===== src/hw/rtl/asgr_pkg.sv =====
`default_nettype none
package asgr_pkg;

   localparam logic [1:0] MODE_PLAIN  = 2'd0;
   localparam logic [1:0] MODE_ESC    = 2'd1;
   localparam logic [1:0] MODE_PARAMS = 2'd2;

   localparam logic [20:0] CH_ESC  = 21'h1B;
   localparam logic [20:0] CH_LBR  = 21'h5B;
   localparam logic [20:0] CH_M    = 21'h6D;
   localparam logic [20:0] CH_SEMI = 21'h3B;
   localparam logic [20:0] CH_PLUS = 21'h2B;
   localparam logic [20:0] CH_MINUS = 21'h2D;

   // code word: bit 9 = negative, bits 8:0 = magnitude
   localparam logic [9:0] CODE_NEG = 10'h200;

   localparam int FifoDepth = 2;

   // front to back command
   typedef struct packed {
      logic        is_char;   // emit character
      logic [20:0] char_code;
      logic        clear;     // reset attributes first
      logic        has_code;  // a parameter finished
      logic [9:0]  code;
      logic        is_end;    // 'm' or '[': flush pending
   } cmd_type;

   typedef struct packed {
      logic [20:0] char_code;
      logic        bold;
      logic [23:0] fg;
      logic        fg_set;
      logic [23:0] bg;
      logic        bg_set;
   } rsp_type;

   function automatic logic [7:0] cube_level(input logic [2:0] v);
      cube_level = (v == 3'd0) ? 8'd0 : 8'(({5'd0, v} * 8'd40) + 8'd55);
   endfunction

   function automatic logic [23:0] palette(input logic [7:0] n);
      logic [7:0] k;
      logic [7:0] rem;
      logic [2:0] r;
      logic [2:0] g;
      logic [2:0] b;
      logic [7:0] y;
      logic [7:0] hi;
      logic [7:0] lo;
      k = n - 8'd16;
      // base-36 digit by compare and subtract
      if (k >= 8'd180) begin
         r = 3'd5; rem = k - 8'd180;
      end else if (k >= 8'd144) begin
         r = 3'd4; rem = k - 8'd144;
      end else if (k >= 8'd108) begin
         r = 3'd3; rem = k - 8'd108;
      end else if (k >= 8'd72) begin
         r = 3'd2; rem = k - 8'd72;
      end else if (k >= 8'd36) begin
         r = 3'd1; rem = k - 8'd36;
      end else begin
         r = 3'd0; rem = k;
      end
      // base-6 digits of the remainder
      if (rem >= 8'd30) begin
         g = 3'd5; b = 3'(rem - 8'd30);
      end else if (rem >= 8'd24) begin
         g = 3'd4; b = 3'(rem - 8'd24);
      end else if (rem >= 8'd18) begin
         g = 3'd3; b = 3'(rem - 8'd18);
      end else if (rem >= 8'd12) begin
         g = 3'd2; b = 3'(rem - 8'd12);
      end else if (rem >= 8'd6) begin
         g = 3'd1; b = 3'(rem - 8'd6);
      end else begin
         g = 3'd0; b = 3'(rem);
      end
      y = 8'(((n - 8'd232) * 8'd10) + 8'd8);
      hi = n[3] ? 8'd255 : 8'd128;
      lo = (n == 8'd7) ? 8'd192 : ((n == 8'd8) ? 8'd128 : 8'd0);
      if (n < 8'd16) begin
         if (n == 8'd7 || n == 8'd8) palette = {lo, lo, lo};
         else palette = {n[0] ? hi : 8'd0, n[1] ? hi : 8'd0, n[2] ? hi : 8'd0};
      end else if (n < 8'd232) begin
         palette = {cube_level(r), cube_level(g), cube_level(b)};
      end else begin
         palette = {y, y, y};
      end
   endfunction

   function automatic logic [7:0] byte_of(input logic [9:0] w);
      if (w[9]) byte_of = 8'd0;
      else if (w[8]) byte_of = 8'd255;
      else byte_of = w[7:0];
   endfunction

endpackage
`default_nettype wire


===== src/hw/rtl/asgr_fifo.sv =====
`default_nettype none
module asgr_fifo
   import asgr_pkg::*;
(
   input  wire logic clock,
   input  wire logic reset,
   input  wire logic wr_valid,
   output logic      wr_ready,
   input  cmd_type   wr_data,
   output logic      rd_valid,
   input  wire logic rd_ready,
   output cmd_type   rd_data
);

   cmd_type    mem_ff [FifoDepth];
   logic       wp_ff, rp_ff;
   logic [1:0] cnt_ff;

   assign wr_ready = (cnt_ff != 2'(FifoDepth));
   assign rd_valid = (cnt_ff != 2'd0);
   assign rd_data  = mem_ff[rp_ff];

   // two-entry queue
   always_ff @(posedge clock) begin
      if (wr_valid && wr_ready) mem_ff[wp_ff] <= wr_data;
      if (reset) begin
         wp_ff <= 1'b0; rp_ff <= 1'b0; cnt_ff <= '0;
      end else begin
         if (wr_valid && wr_ready) wp_ff <= ~wp_ff;
         if (rd_valid && rd_ready) rp_ff <= ~rp_ff;
         cnt_ff <= cnt_ff + 2'(wr_valid && wr_ready) - 2'(rd_valid && rd_ready);
      end
   end

endmodule
`default_nettype wire


===== config.mk =====
export PLATFORM = sky130hd
export DESIGN_NAME = asgr_fifo
export DESIGN_NICKNAME = d
export VERILOG_FILES = /design/src/hw/rtl/asgr_pkg.sv /design/src/hw/rtl/asgr_fifo.sv
export SDC_FILE = /design/constraint.sdc
export NUM_CORES = 1
export LEC_CHECK = 0
export ABC_AREA = 1
export BUFFER_PORTS_ARGS = -buffer_cell sky130_fd_sc_hd__buf_2
export CAP_MARGIN = 20
export CORE_MARGIN = 2
export CORE_UTILIZATION = 35
export DETAILED_ROUTE_END_ITERATION = 10
export PLACE_DENSITY_LB_ADDON = 0.1
export SYNTH_ARGS = -nofsm -noshare
export SYNTH_HDL_FRONTEND = slang
export SYNTH_SLANG_ARGS = --single-unit

===== constraint.sdc =====
create_clock -name clock -period 3.5 [get_ports clock]
set_clock_uncertainty 0.1 [all_clocks]
set_input_delay 0.175 -clock clock [delete_from_list [all_inputs] [get_ports clock]]
set_output_delay 0.175 -clock clock [all_outputs]
set_load 0.01 [all_outputs]

After elaboration in Yosys (flattened, before gate mapping)
Memories as Yosys holds them, arrays and structs flattened. A register that Yosys moved wholly into a read port is not among the register bits.
Cells that the tools add are included.
{ "word_totals": {"memories": 1, "out_inout_bits": 37, "elab_cells": 16, "input_bits": 39, "ff_bits": 4, "ram_bits": 70} }
{ "mem_list": {"columns": ["name", "depth", "word_bits", "rd", "rd_clocked_by_memory_dff", "wr", "line_no", "rtl"], "rows": [
  ["mem_ff", 2, 35, 1, 1, 1, "asgr_fifo.sv:15", "cmd_type mem_ff [FifoDepth];"]
]} }
{ "classes": {"n_eq_ne": 1, "reduce_logical": 3, "n_bitwise": 2, "mux": 4, "addsub": 2} }
{ "ops": {"columns": ["cell", "n"], "rows": [
  ["1-bit two-way mux", 4],
  ["2-bit by 1-bit adder with 2-bit output", 1],
  ["1-bit logical AND", 2],
  ["2-bit != test (second input constant)", 1],
  ["1-bit inverter", 2],
  ["2-bit nonzero test", 1],
  ["2-bit by 1-bit subtractor with 2-bit output", 1]
]} }

Longest topological paths before layout
{ "logic_depth": {"depth_word": 4, "ltp_mapped": 11, "depth_no_buf": 11} }

Worst setup path after synthesis
OpenSTA, ideal clock, no wires.
{ "synth_path": {"path_type": "reg2reg", "start": "register cnt_ff[0]", "end": "memory mem_ff[0][0] (netlist name) (enable)", "stages_incl_launch_ff": 5, "t_required_ns": 2.973, "synth_period_minus_slack_ns": 2.631, "setup_time_ns": 0.427, "n_path_buf": 0, "path_slack_ns": 0.869, "t_arrival_ns": 2.104, "cell_sequence": "dfxtp_1 -> inv_1 -> nand2_1 -> nand2_1 -> nor2_1"} }
{ "synth_between": {"elab_chain_cells": 4} }
{ "synth_rtl": {"columns": ["item", "line_no", "rtl"], "rows": [
  ["start, declared", "asgr_fifo.sv:17", "logic [1:0] cnt_ff;"],
  ["start signal, assigned", "asgr_fifo.sv:31", "cnt_ff <= cnt_ff + 2'(wr_valid && wr_ready) - 2'(rd_valid && rd_ready);"],
  ["2-bit != test", "asgr_fifo.sv:19", "assign wr_ready = (cnt_ff != 2'(FifoDepth));"],
  ["via wr_ready", "asgr_fifo.sv:8", "output logic wr_ready,"],
  ["1-bit logical AND", "asgr_fifo.sv:25", "if (wr_valid && wr_ready) mem_ff[wp_ff] <= wr_data;"],
  ["1-bit two-way mux", "asgr_fifo.sv:25", null],
  ["1-bit two-way mux (implied by the code)", "asgr_fifo.sv:25", null],
  ["end, declared", "asgr_fifo.sv:15", null]
]} }
The timed path passes the listed nets, and every way through them passes these cells.

==> results.json <==
{
  "crit_buf_inv": 2,
  "max_clock_freq_ghz": 0.429,
  "grt_use_total": 0.115,
  "rsz0062_at_grt": "no",
  "swShare": 0.256,
  "clk_latency_ns": 0.33,
  "antenna_cells": 0,
  "finalSetupTns_ns": 0,
  "pwr-share-clk": 0.287,
  "netlist.area_leader.share": 0.719,
  "yosysWarnings": 0,
  "slew_viol_final": 0,
  "vias_per_cell": 4.27,
  "num_rows": 33,
  "fin_crit_sh": 0.666,
  "yosysUniqueCellTypes": 12,
  "die_width_um": 95.4,
  "dp_hpwl_um": 3160,
  "peakVddDrop_mv": 0.296,
  "grt_pass1_vias": 1633,
  "reg2reg_from": "cnt_ff[0]",
  "grt_pass1_wl_um": 7580,
  "max_cap_violations": 0,
  "drc": 0,
  "setup_viol_count_final": 0,
  "clock_sinks": 75,
  "htreeDepth": 3,
  "power.internal_mw": 1.96,
  "drive_gt1_frac": 0.472,
  "finalCriticalPeriod_ns": 2.33,
  "r2r_slack_ns": 1.54,
  "start_util": 0.358,
  "combPwrFrac": 0.251,
  "slew_headroom": 0.460,
  "wl_per_cell_um": 13.1,
  "ys_ff_latch": 75,
  "cts_buffers": 9,
  "crit_family": "flip-flops",
  "min_path_cells": 3,
  "synth_seq_area_share": 0.753,
  "crit_chain": "buf_4 > mux2_2 > buf_2",
  "hp-class": "input pin to flip-flop",
  "dieArea_um2": 9100,
  "p_leak_nw": 1.60,
  "grt_max_degree": 26,
  "cp_max_fo": 25,
  "io_buffers": 75,
  "syn_to_final_growth_pct": 36.1,
  "first_pass_iters": 4,
  "slowest_stage": "dfxtp_2",
  "cp-start-kind": "flip-flop",
  "tightest_slew_ns": 0.810,
  "seq_power_share": 0.463,
  "synth.largest_area_cell": "edfxtp_1",
  "min_to": "wp_ff",
  "crit_type": "flip-flop to output port",
  "min_from": "wr_valid",
  "synthFlopType": "edfxtp_1",
  "required_ns": 3.22,
  "synth_area_um2": 2920,
  "io-pin-count": 76,
  "synth.most_common_cell": "edfxtp_1",
  "place_congestion": 0.720,
  "nFillCells": 729,
  "p_switching_uw": 673,
  "core_um2": 8180,
  "synth_area_leaders": "edfxtp_1, mux2_4, dfxtp_1, buf_12, mux2_2",
  "wirelength_um": 4930,
  "cts_tree": "yes",
  "ant_nets": 0,
  "antenna_found_initial": 0,
  "syn_nets": 187,
  "async_flop_share": 0,
  "post-route-util": 0.487,
  "die_h_um": 95.4,
  "drt_iter0_drc": 49,
  "vias": 1605,
  "cpPeakStageDelay_ns": 0.86,
  "clkTransAtPathRegs_ns": 0.07,
  "reg2reg_depth": 5,
  "hold_viol": 0,
  "grt_overflow_total": 0,
  "outcome": "finished, final reports clean",
  "crit_arrival_ns": 2.05,
  "power_density_nw_per_um2": 660,
  "synth.avg_cell_area_um2": 20.0,
  "ys_top_cells_by_count": "edfxtp_1, mux2_4, nor2_1",
  "crit_path_end_kind": "output port",
  "cts_hold_buf": 36,
  "synthCells": 146,
  "cts_setup_buffers": 0,
  "clk_path_buf_depth": 2,
  "nets": 308,
  "synth_edf_count": 70,
  "cts_resized": 0,
  "r2r-end": "mem_ff[0][14]",
  "cts_root_buffer": "clkbuf_8"
}
==> registers in the layout (all words and copies together) (netlist names), named ones only <==
| signal | count |
|---|---|
| wp_ff | 1 |
| mem_ff | 70 |
| rp_ff | 1 |
| cnt_ff | 2 |
==> metal layers <==
layer	share of wire	GRT usage
met1	0.43	0.136
met2	0.50	0.191
met3	0.051	0.0285
met4	0.019	0.0643
met5	0	0
==> worst max-delay path by stage <==
stage | from | to | slack, ns | cells past startpoint
final | flip-flop | rd_data[3] | 1.17 | 3
after global routing | flip-flop | rd_data[3] | 1.02 | 3
after CTS | flip-flop | rd_data[3] | 1.07 | 3
after detailed placement | flip-flop | rd_data[3] | 1.45 | 3
after global placement | flip-flop | rd_data[3] | 1.45 | 3
after floorplan | cnt_ff[0] | mem_ff[0][0] | 0.87 | 4
==> cells by family (layout without fill, tap and decap cells) <==
kind of cell | after synthesis | count (layout) | share of synthesized area
mux | 35 | 35 | 0.173
fa+ha+maj | 2 | 2 | 0.00856
flops | 75 | 75 | 0.753
buf+inv | 12 | 137 | 0.0347
simple gates | 20 | 20 | 0.0270
compound gates | 2 | 2 | 0.00342
==> per-stage QoR <==
step	worst slack [ns]	total power, mW	area (um^2)	instances	hold slack [ns]
after global routing	1.02	2.78	3980	376	0.0466
after floorplan	0.869	1.69	2920	146	0.146
after detailed placement	1.45	1.88	3390	325	0.251
after CTS	1.07	2.67	3980	376	0.0245
after global placement	1.45	1.88	3390	325	0.248
final	1.17	2.63	3980	376	0.0358
==> power by group through the flow <==
stage	clock [mW]	sequential (mW)	combinational, mW
floorplan	0	1.19	0.501
global placement	0	1.24	0.643
detailed placement	0	1.24	0.642
CTS	0.777	1.22	0.676
global route	0.811	1.23	0.736
finish	0.754	1.22	0.659
==> placed cells by master, fill, tap and decap left out, types with 4 or more instances in the layout <==
master,count
buf_2,75
edfxtp_1,70
dlygate4sd3_1,36
mux2_4,30
clkbuf_8,9
inv_1,8
nor2_1,8
nand2_1,8
mux2_2,5
dfxtp_1,4
==> layout make-up <==
class | instances | area, um^2 | share of cell area
Multi-Input combinational cell | 59 | 628 | 0.158
Inverter | 8 | 30.0 | 0.00754
Timing Repair Buffer | 114 | 758 | 0.191
Sequential cell | 75 | 2200 | 0.554
Tap cell | 105 | 131 | 0.0330
Clock inverter | 6 | 105 | 0.0264
Clock buffer | 9 | 124 | 0.0311
==> worst min-delay path, delay by kind of cell <==
kind / cells / cell delay [ns]
AO/OA/AOI/OAI: 1 / 0.06
buffers and inverters: 1 / 0.10
AND/OR/NAND/NOR: 1 / 0.09
No activity file was read; power rests on OpenSTA's default activity.
