$ cat src/hw/rtl/asgr_pkg.sv
`default_nettype none
package asgr_pkg;

   localparam logic [1:0] MODE_PLAIN  = 2'd0;
   localparam logic [1:0] MODE_ESC    = 2'd1;
   localparam logic [1:0] MODE_PARAMS = 2'd2;

   localparam logic [20:0] CH_ESC  = 21'h1B;
   localparam logic [20:0] CH_LBR  = 21'h5B;
   localparam logic [20:0] CH_M    = 21'h6D;
   localparam logic [20:0] CH_SEMI = 21'h3B;
   localparam logic [20:0] CH_PLUS = 21'h2B;
   localparam logic [20:0] CH_MINUS = 21'h2D;

   // code word: bit 9 = negative, bits 8:0 = magnitude
   localparam logic [9:0] CODE_NEG = 10'h200;

   localparam int FifoDepth = 2;

   // front to back command
   typedef struct packed {
      logic        is_char;   // emit character
      logic [20:0] char_code;
      logic        clear;     // reset attributes first
      logic        has_code;  // a parameter finished
      logic [9:0]  code;
      logic        is_end;    // 'm' or '[': flush pending
   } cmd_type;

   typedef struct packed {
      logic [20:0] char_code;
      logic        bold;
      logic [23:0] fg;
      logic        fg_set;
      logic [23:0] bg;
      logic        bg_set;
   } rsp_type;

   function automatic logic [7:0] cube_level(input logic [2:0] v);
      cube_level = (v == 3'd0) ? 8'd0 : 8'(({5'd0, v} * 8'd40) + 8'd55);
   endfunction

   function automatic logic [23:0] palette(input logic [7:0] n);
      logic [7:0] k;
      logic [7:0] rem;
      logic [2:0] r;
      logic [2:0] g;
      logic [2:0] b;
      logic [7:0] y;
      logic [7:0] hi;
      logic [7:0] lo;
      k = n - 8'd16;
      // base-36 digit by compare and subtract
      if (k >= 8'd180) begin
         r = 3'd5; rem = k - 8'd180;
      end else if (k >= 8'd144) begin
         r = 3'd4; rem = k - 8'd144;
      end else if (k >= 8'd108) begin
         r = 3'd3; rem = k - 8'd108;
      end else if (k >= 8'd72) begin
         r = 3'd2; rem = k - 8'd72;
      end else if (k >= 8'd36) begin
         r = 3'd1; rem = k - 8'd36;
      end else begin
         r = 3'd0; rem = k;
      end
      // base-6 digits of the remainder
      if (rem >= 8'd30) begin
         g = 3'd5; b = 3'(rem - 8'd30);
      end else if (rem >= 8'd24) begin
         g = 3'd4; b = 3'(rem - 8'd24);
      end else if (rem >= 8'd18) begin
         g = 3'd3; b = 3'(rem - 8'd18);
      end else if (rem >= 8'd12) begin
         g = 3'd2; b = 3'(rem - 8'd12);
      end else if (rem >= 8'd6) begin
         g = 3'd1; b = 3'(rem - 8'd6);
      end else begin
         g = 3'd0; b = 3'(rem);
      end
      y = 8'(((n - 8'd232) * 8'd10) + 8'd8);
      hi = n[3] ? 8'd255 : 8'd128;
      lo = (n == 8'd7) ? 8'd192 : ((n == 8'd8) ? 8'd128 : 8'd0);
      if (n < 8'd16) begin
         if (n == 8'd7 || n == 8'd8) palette = {lo, lo, lo};
         else palette = {n[0] ? hi : 8'd0, n[1] ? hi : 8'd0, n[2] ? hi : 8'd0};
      end else if (n < 8'd232) begin
         palette = {cube_level(r), cube_level(g), cube_level(b)};
      end else begin
         palette = {y, y, y};
      end
   endfunction

   function automatic logic [7:0] byte_of(input logic [9:0] w);
      if (w[9]) byte_of = 8'd0;
      else if (w[8]) byte_of = 8'd255;
      else byte_of = w[7:0];
   endfunction

endpackage
`default_nettype wire

$ cat src/hw/rtl/asgr_front.sv
`default_nettype none
module asgr_front
   import asgr_pkg::*;
(
   input  wire logic        clock,
   input  wire logic        reset,
   input  wire logic        in_valid,
   output logic             in_ready,
   input  wire logic [20:0] in_char,
   input  wire logic        in_first,
   output logic             cmd_valid,
   input  wire logic        cmd_ready,
   output cmd_type          cmd
);

   logic [1:0] mode_ff, mode_in;
   logic [9:0] num_ff, num_in;
   logic       dig_ff, dig_in;
   logic       stop_ff, stop_in;
   logic       neg_ff, neg_in;
   logic       sgn_ff, sgn_in;

   logic [1:0] md;
   logic       dg, st, ng, sg;
   logic [9:0] nv;
   logic [13:0] prod;
   logic [8:0] mag;
   logic       is_digit, is_space;
   logic       emit_cmd, fire;

   // no beat is taken while reset is high
   assign in_ready = cmd_ready && !reset;
   assign fire     = in_valid && in_ready;

   // classify one character against parser state
   always_comb begin
      md = in_first ? MODE_PLAIN : mode_ff;
      nv = in_first ? 10'd0 : num_ff;
      dg = in_first ? 1'b0 : dig_ff;
      st = in_first ? 1'b0 : stop_ff;
      ng = in_first ? 1'b0 : neg_ff;
      sg = in_first ? 1'b0 : sgn_ff;
      mode_in = md; num_in = nv; dig_in = dg; stop_in = st; neg_in = ng; sgn_in = sg;
      is_digit = (in_char >= 21'h30) && (in_char <= 21'h39);
      is_space = (in_char == 21'h20) || ((in_char >= 21'h09) && (in_char <= 21'h0D));
      prod = {4'd0, nv} * 14'd10 + {10'd0, in_char[3:0]};
      mag = (nv > 10'd511) ? 9'h1FF : nv[8:0];
      cmd = '0;
      cmd.char_code = in_char;
      cmd.clear = in_first;
      cmd.code = (ng && mag != 9'd0) ? (CODE_NEG | {1'b0, mag}) : {1'b0, mag};
      emit_cmd = in_first;
      if (md == MODE_PARAMS) begin
         if (in_char == CH_M || in_char == CH_SEMI) begin
            cmd.has_code = dg;
            cmd.is_end = (in_char == CH_M);
            emit_cmd = 1'b1;
            num_in = '0; dig_in = 1'b0; stop_in = 1'b0; neg_in = 1'b0; sgn_in = 1'b0;
            if (in_char == CH_M) mode_in = MODE_PLAIN;
         end else if (!st) begin
            if (is_digit) begin
               dig_in = 1'b1;
               num_in = (prod > 14'd1023) ? 10'd1023 : prod[9:0];
            end else if (dg) begin
               stop_in = 1'b1;
            end else if (is_space && !sg) begin
               stop_in = 1'b0;
            end else if ((in_char == CH_PLUS || in_char == CH_MINUS) && !sg) begin
               sgn_in = 1'b1;
               neg_in = (in_char == CH_MINUS);
            end else begin
               stop_in = 1'b1;
            end
         end
      end else if (md == MODE_ESC && in_char == CH_LBR) begin
         mode_in = MODE_PARAMS;
         num_in = '0; dig_in = 1'b0; stop_in = 1'b0; neg_in = 1'b0; sgn_in = 1'b0;
         cmd.is_end = 1'b1;   // start of sequence flushes any pending parameters
         emit_cmd = 1'b1;
      end else if (in_char == CH_ESC) begin
         mode_in = MODE_ESC;
      end else begin
         mode_in = MODE_PLAIN;
         cmd.is_char = 1'b1;
         emit_cmd = 1'b1;
      end
      cmd_valid = in_valid && emit_cmd;
   end

   // parser registers
   always_ff @(posedge clock) begin
      if (reset) begin
         mode_ff <= MODE_PLAIN;
         num_ff <= '0; dig_ff <= 1'b0; stop_ff <= 1'b0; neg_ff <= 1'b0; sgn_ff <= 1'b0;
      end else if (fire) begin
         mode_ff <= mode_in;
         num_ff <= num_in; dig_ff <= dig_in; stop_ff <= stop_in;
         neg_ff <= neg_in; sgn_ff <= sgn_in;
      end
   end

endmodule
`default_nettype wire

$ cat config.mk
export PLATFORM = sky130hd
export DESIGN_NAME = asgr_front
export DESIGN_NICKNAME = d
export VERILOG_FILES = /design/src/hw/rtl/asgr_pkg.sv /design/src/hw/rtl/asgr_front.sv
export SDC_FILE = /design/constraint.sdc
export NUM_CORES = 1
export LEC_CHECK = 0
export BUFFER_PORTS_ARGS = -buffer_cell sky130_fd_sc_hd__buf_2
export CAP_MARGIN = 20
export CORE_MARGIN = 1.5
export CORE_UTILIZATION = 30
export CTS_CLUSTER_SIZE = 10
export DETAILED_ROUTE_END_ITERATION = 10
export GPL_ROUTABILITY_DRIVEN = 0
export GPL_TIMING_DRIVEN = 1
export RECOVER_POWER = 25
export SLEW_MARGIN = 20
export SYNTH_ARGS = -nofsm -noshare
export SYNTH_HDL_FRONTEND = slang
export SYNTH_SLANG_ARGS = --single-unit
$ cat constraint.sdc
create_clock -name clock -period 4.5 [get_ports clock]
set_clock_uncertainty 0.05 [all_clocks]
set_input_delay 1.35 -clock clock [delete_from_list [all_inputs] [get_ports clock]]
set_output_delay 1.35 -clock clock [all_outputs]
set_load 0.02 [all_outputs]
**Word level (Yosys, flattened, before mapping)**

Index checks and enable logic that the tools add are counted.

- Output and inout port bits: 37
- Word-level logic and storage cells: 98
- Latch bits: 0
- Memories kept: 0
- ROM bits: 0
- Register bits: 16
- Bits in writable memories: 0
- Input port bits: 26

- Equality and inequality tests: 9
- Order comparisons: 6
- Shift operators: 0
- Div/mod/pow operators: 0
- Multiplexer cells: 60
- Bitwise operators: 0
- Reduce and logical (&&, ||, !) cells: 15
- Add/subtract/negate cells: 1
- Multiply operators: 1

Operators by type and width:

| cell | count |
|---|---|
| $eq A21 B6 Y1 const B | 4 |
| $mux W10 | 8 |
| $mux W1 | 46 |
| $eq A21 B7 Y1 const B | 2 |
| $eq A21 B5 Y1 const B | 1 |
| $ge A21 B4 Y1 const B | 1 |
| $ge A21 B6 Y1 const B | 1 |
| $le A21 B4 Y1 const B | 1 |
| $le A21 B6 Y1 const B | 1 |
| $add A14 B4 Y14 | 1 |
| $gt A14 B10 Y1 const B | 1 |
| $mul A10 B3 Y13 const B | 1 |
| $gt A10 B9 Y1 const B | 1 |
| $mux W2 | 5 |
| $logic_and A1 B1 Y1 | 9 |
| $mux W9 | 1 |
| $reduce_bool A9 Y1 | 1 |
| $logic_or A1 B1 Y1 | 3 |
| $eq A2 B1 Y1 const B | 1 |
| $eq A2 B2 Y1 const B | 1 |
| $logic_not A1 Y1 | 2 |

**Logic depth before layout (Yosys ltp)**

- Depth after elaboration: 10
- Gate-level depth with buffers: 13
- Mapped depth without buffers: 11

**Worst setup path before layout**

OpenSTA, ideal clock, no wires.

- Path kind: input -> register
- From: input in_first
- To: register num_ff[6]
- Slack: -0.110 ns
- Path buffers: 3
- Data required time: 4.333 ns
- Stages: 13
- Data arrival time: 4.443 ns
- Setup time: 0.117 ns
- Cells stage by stage: clkbuf_1 -> clkbuf_1 -> buf_1 -> nor2_1 -> ha_1 -> fa_1 -> xor2_1 -> nand3_1 -> nand4bb_1 -> nor4_4 -> o211ai_4 -> o211a_1 -> o22a_1

- Word-level cells in the longest chain between the ends: 9
- Elaborated cells between the ends (all ways): 15
- Those cells by class: add/sub: 1; mul: 1; order compare: 1; eq/ne: 2; mux: 9; reduce/logical: 1

Ends and longest elaborated chain:

| what | line | source |
|---|---|---|
| start, declared | asgr_front.sv:10 | `input wire logic in_first,` |
| $mux W10 | asgr_front.sv:38 | `nv = in_first ? 10'd0 : num_ff;` |
| $mul A10 B3 Y13 | asgr_front.sv:46 | `prod = {4'd0, nv} * 14'd10 + {10'd0, in_char[3:0]};` |
| $add A14 B4 Y14 | asgr_front.sv:46 |  |
| $gt A14 B10 Y1 | asgr_front.sv:63 | `num_in = (prod > 14'd1023) ? 10'd1023 : prod[9:0];` |
| $mux W10 | asgr_front.sv:63 |  |
| $mux W10 | asgr_front.sv:61 | `if (is_digit) begin` |
| $mux W10 | asgr_front.sv:60 | `end else if (!st) begin` |
| $mux W10 | asgr_front.sv:54 | `if (in_char == CH_M \|\| in_char == CH_SEMI) begin` |
| $mux W10 * | asgr_front.sv:53 | `if (md == MODE_PARAMS) begin` |
| end signal, assigned | asgr_front.sv:97 | `num_ff <= num_in; dig_ff <= dig_in; stop_ff <= stop_in;` |
| end, declared | asgr_front.sv:17 | `logic [9:0] num_ff, num_in;` |

Every way passes the cells marked *; elsewhere a longest branch is shown, timed or not.
A chain may end at the register's enable or synchronous reset.

**Worst setup path in the final report**

- From: input in_char[5]
- To: output cmd_valid

- Word-level cells in the longest chain between the ends: 5
- Elaborated cells between the ends (all ways): 11
- Those cells by class: eq/ne: 4; mux: 4; reduce/logical: 3

Ends and longest elaborated chain:

| what | line | source |
|---|---|---|
| start, declared | asgr_front.sv:9 | `input wire logic [20:0] in_char,` |
| $eq A21 B5 Y1 (tied with other cells) | asgr_front.sv:80 | `end else if (in_char == CH_ESC) begin` |
| $mux W1 (tied with other cells) | asgr_front.sv:80 |  |
| $mux W1 (on tied branches) | asgr_front.sv:75, asgr_front.sv:54 |  |
| $mux W1 * | asgr_front.sv:53 |  |
| $logic_and A1 B1 Y1 * | asgr_front.sv:87 | `cmd_valid = in_valid && emit_cmd;` |
| end, declared | asgr_front.sv:11 | `output logic cmd_valid,` |

Marks and branches as above.

==> load_flow_metrics.sql <==
INSERT INTO impl_metrics (metric_group, metric, value, unit) VALUES
('setup_path', 'required', '3.10', 'ns'),
('detailed_routing', 'mean_number_of_vias_per_cell', '5.23', ''),
('detailed_routing', 'route.final.wire_length', '6040', 'um'),
('place', 'hpwlAfterDp', '4740', 'um'),
('die', 'rows', '30', ''),
('final_layout', 'sequential_cell_area', '320', 'um^2'),
('setup_path', 'r2r_end', 'num_ff[6]', ''),
('timing', 'timing.final.max_slew_violations', '0', ''),
('setup_path', 'register_to_register_path_setup_slack', '1.18', 'ns'),
('cts', 'cts.reportedPaths.clkPinSlew', '0.06', 'ns'),
('setup_path', 'worst-r2r-cell-count', '10', ''),
('detailed_routing', 'drcViolationCount', '0', ''),
('cts', 'post_cts_resize_count', '0', ''),
('detailed_routing', 'vias', '2253', ''),
('cts', 'tritoncts.num_buffers', '3', ''),
('status', 'status', 'complete, no violations', ''),
('setup_path', 'critPathCaptureType', 'primary output', ''),
('place', 'placement.setup.worst_slack', '0.116', 'ns'),
('min_path', 'whs_path_cells', '2', ''),
('power_and_ir_drop', 'leakagePower', '1.15', 'nW'),
('synth', 'synth_area', '2150', 'um^2'),
('setup_path', 'worst_r2r_startpoint', 'num_ff[3]', ''),
('final_layout', 'multi_input_comb_area', '1580', 'um^2'),
('final_layout', 'most-common-layout-cells', 'sky130_fd_sc_hd__buf_2 (51), sky130_fd_sc_hd__nor2_1 (37), sky130_fd_sc_hd__nand2_1 (18), sky130_fd_sc_hd__dfxtp_1 (16), sky130_fd_sc_hd__buf_4 (16)', ''),
('synth', 'synthesis.instances', '288', ''),
('power_and_ir_drop', 'max-vdd-ir-drop', '0.104', 'mV'),
('synth', 'synth_enable_flop_cells', '0', ''),
('detailed_routing', 'postRouteAntennaNets', '0', ''),
('grt', 'gr-total-overflow', '0', ''),
('min_path', 'hold_class', 'flop to flop', ''),
('cts', 'cts_tree', 'built', ''),
('timing', 'fin_hold_ws', '0.410', 'ns'),
('grt', 'initial_antenna_violation_count', '0', ''),
('min_path', 'min_to', 'neg_ff', ''),
('synth', 'synth.yosys.warnings', '0', ''),
('setup_path', 'cp_max_fo', '6', ''),
('grt', 'track_usage', '16.5', '%'),
('timing', 'fmax', '229', 'MHz'),
('synth', 'syn-num-nets', '327', ''),
('die', 'die-area', '7670', 'um^2'),
('final_layout', 'fill_cell_count', '745', ''),
('detailed_routing', 'routedWlPerCell', '14.0', 'um'),
('final_layout', 'synthesis_to_layout_area_growth', '17.1', '%'),
('detailed_routing', 'detailedRoute.firstPassIterationCount', '4', ''),
('die', 'floorplan.initialDensity', '31.3', '%'),
('timing', 'final_critical_path_setup_slack', '0.134', 'ns'),
('synth', 'synth_async_sr_flop_share', '0', '%'),
('synth', 'synth.lib_cells_used.distinct', '66', ''),
('die', 'die_h', '87.6', 'um'),
('setup_path', 'worst_setup_path_start_kind', 'input port', ''),
('final_layout', 'n_antenna_cell', '0', ''),
('grt', 'grt_max_degree', '14', ''),
('grt', 'grt_pass1_vias', '2103', ''),
('die', 'top_level_ports', '63', ''),
('grt', 'grt_pass1_wl', '10200', 'um'),
('timing', 'final.period_utilization', '97.0', '%'),
('timing', 'max_slew_margin', '44.5', '%'),
('cts', 'cts_htree_levels', '1', ''),
('die', 'fp.coreArea', '6870', 'um^2'),
('final_layout', 'fin_cells', '431', ''),
('timing', 'period_needed', '4.37', 'ns'),
('place', 'io_buffers', '62', ''),
('final_layout', 'final_common_cell', 'sky130_fd_sc_hd__buf_2', ''),
('detailed_routing', 'drt_first_iter_violations', '186', ''),
('timing', 'worstMarginPinSlew', '0.829', 'ns'),
('cts', 'clk_root_buffer_cell', 'sky130_fd_sc_hd__clkbuf_8', ''),
('timing', 'rsz0062_at_grt', 'false', ''),
('power_and_ir_drop', 'powerDensity', '128', 'nW/um^2'),
('synth', 'synthFlopType', 'sky130_fd_sc_hd__dfxtp_1', ''),
('place', 'place_inst', '428', ''),
('power_and_ir_drop', 'design_power_total', '0.323', 'mW');
Yosys cell counts, drive strengths merged, types with 2 or more instances:
master / number / share of area (%)
a2111oi: 3 / 1.5
a211oi: 2 / 0.93
a21o: 3 / 1.0
a21oi: 9 / 2.3
a22oi: 2 / 0.70
a311o: 2 / 0.93
a31o: 3 / 1.2
a31oi: 2 / 0.58
and2: 9 / 2.6
and3: 2 / 0.58
buf: 27 / 8.9
clkbuf: 7 / 1.2
dfxtp: 16 / 15
ha: 12 / 7.0
inv: 9 / 1.6
nand2: 18 / 3.1
nand2b: 12 / 3.5
nand3: 5 / 1.2
nand3b: 3 / 1.0
nand4: 3 / 0.87
nor2: 37 / 6.5
nor2b: 12 / 3.5
nor3: 4 / 0.93
nor3b: 2 / 0.70
nor4: 8 / 3.0
o2111ai: 2 / 0.82
o211a: 2 / 0.93
o211ai: 4 / 2.0
o21ai: 13 / 3.0
o221a: 2 / 1.0
o221ai: 3 / 1.2
o22ai: 2 / 0.58
o311a: 2 / 0.99
o31a: 2 / 0.82
o31ai: 5 / 1.7
xnor2: 15 / 6.1
xor2: 4 / 1.6
sequential cells by signal (all words and copies together), names as in the netlist:
name / count
num_ff: 10
mode_ff: 2
dig_ff: 1
neg_ff: 1
sgn_ff: 1
stop_ff: 1
report_power, final:
part | switching, mW | leakage, nW | total, mW | internal [mW]
clock network | 0.0505 | 0.0216 | 0.110 | 0.0594
registers | 0.00000000171 | 0.129 | 0.142 | 0.142
logic | 0.0449 | 0.995 | 0.0713 | 0.0264
how the worst max path moves through the flow:
stage / endpoint / slack (ns)
after floorplan: num_ff[6] / -0.02
after global placement: cmd_valid / 0.16
after detailed placement: cmd_valid / 0.12
after CTS: cmd_valid / 0.11
after global routing: cmd_valid / 0.004
final: cmd_valid / 0.13
cell type report:
class                           count  area share (%)
Clock buffer                        3            1.64
Inverter                            9            1.34
Multi-Input combinational cell    229            62.9
Sequential cell                    16            12.7
Tap cell                           96            4.78
Timing Repair Buffer               78            16.6
worst max-delay path, stage by stage:
cell and delay [ns]:
sky130_fd_sc_hd__buf_2 0.13, sky130_fd_sc_hd__nor4bb_1 0.29, sky130_fd_sc_hd__buf_4 0.18, sky130_fd_sc_hd__nand4_1 0.12, sky130_fd_sc_hd__or3_1 0.38, sky130_fd_sc_hd__a21oi_2 0.20
sky130_fd_sc_hd__o311a_1 0.16, sky130_fd_sc_hd__buf_2 0.16
through the flow:
stage                     area (um^2)  util (%)  TNS [ns]
after floorplan                  2150         -   -0.0180
after global placement           2480      36.1         0
after detailed placement         2480      36.1         0
after CTS                        2520      36.7         0
after global routing             2510      36.6         0
final                            2510      36.6         0
metal layers:
metal  track usage (%)  share of wire, %
met5                 0                 0
met4              2.74              0.23
met3              2.36               4.6
met2              26.3                45
met1              23.9                50
cell families after synthesis:
group	synth area share, %
AO/OA/AOI/OAI	26.1
adder cells (fa/ha/maj)	7.93
XOR/XNOR	7.75
flip-flops	14.9
AND/OR/NAND/NOR	31.6
buffers and inverters	11.7
No activity file was read; power rests on OpenSTA's default activity.
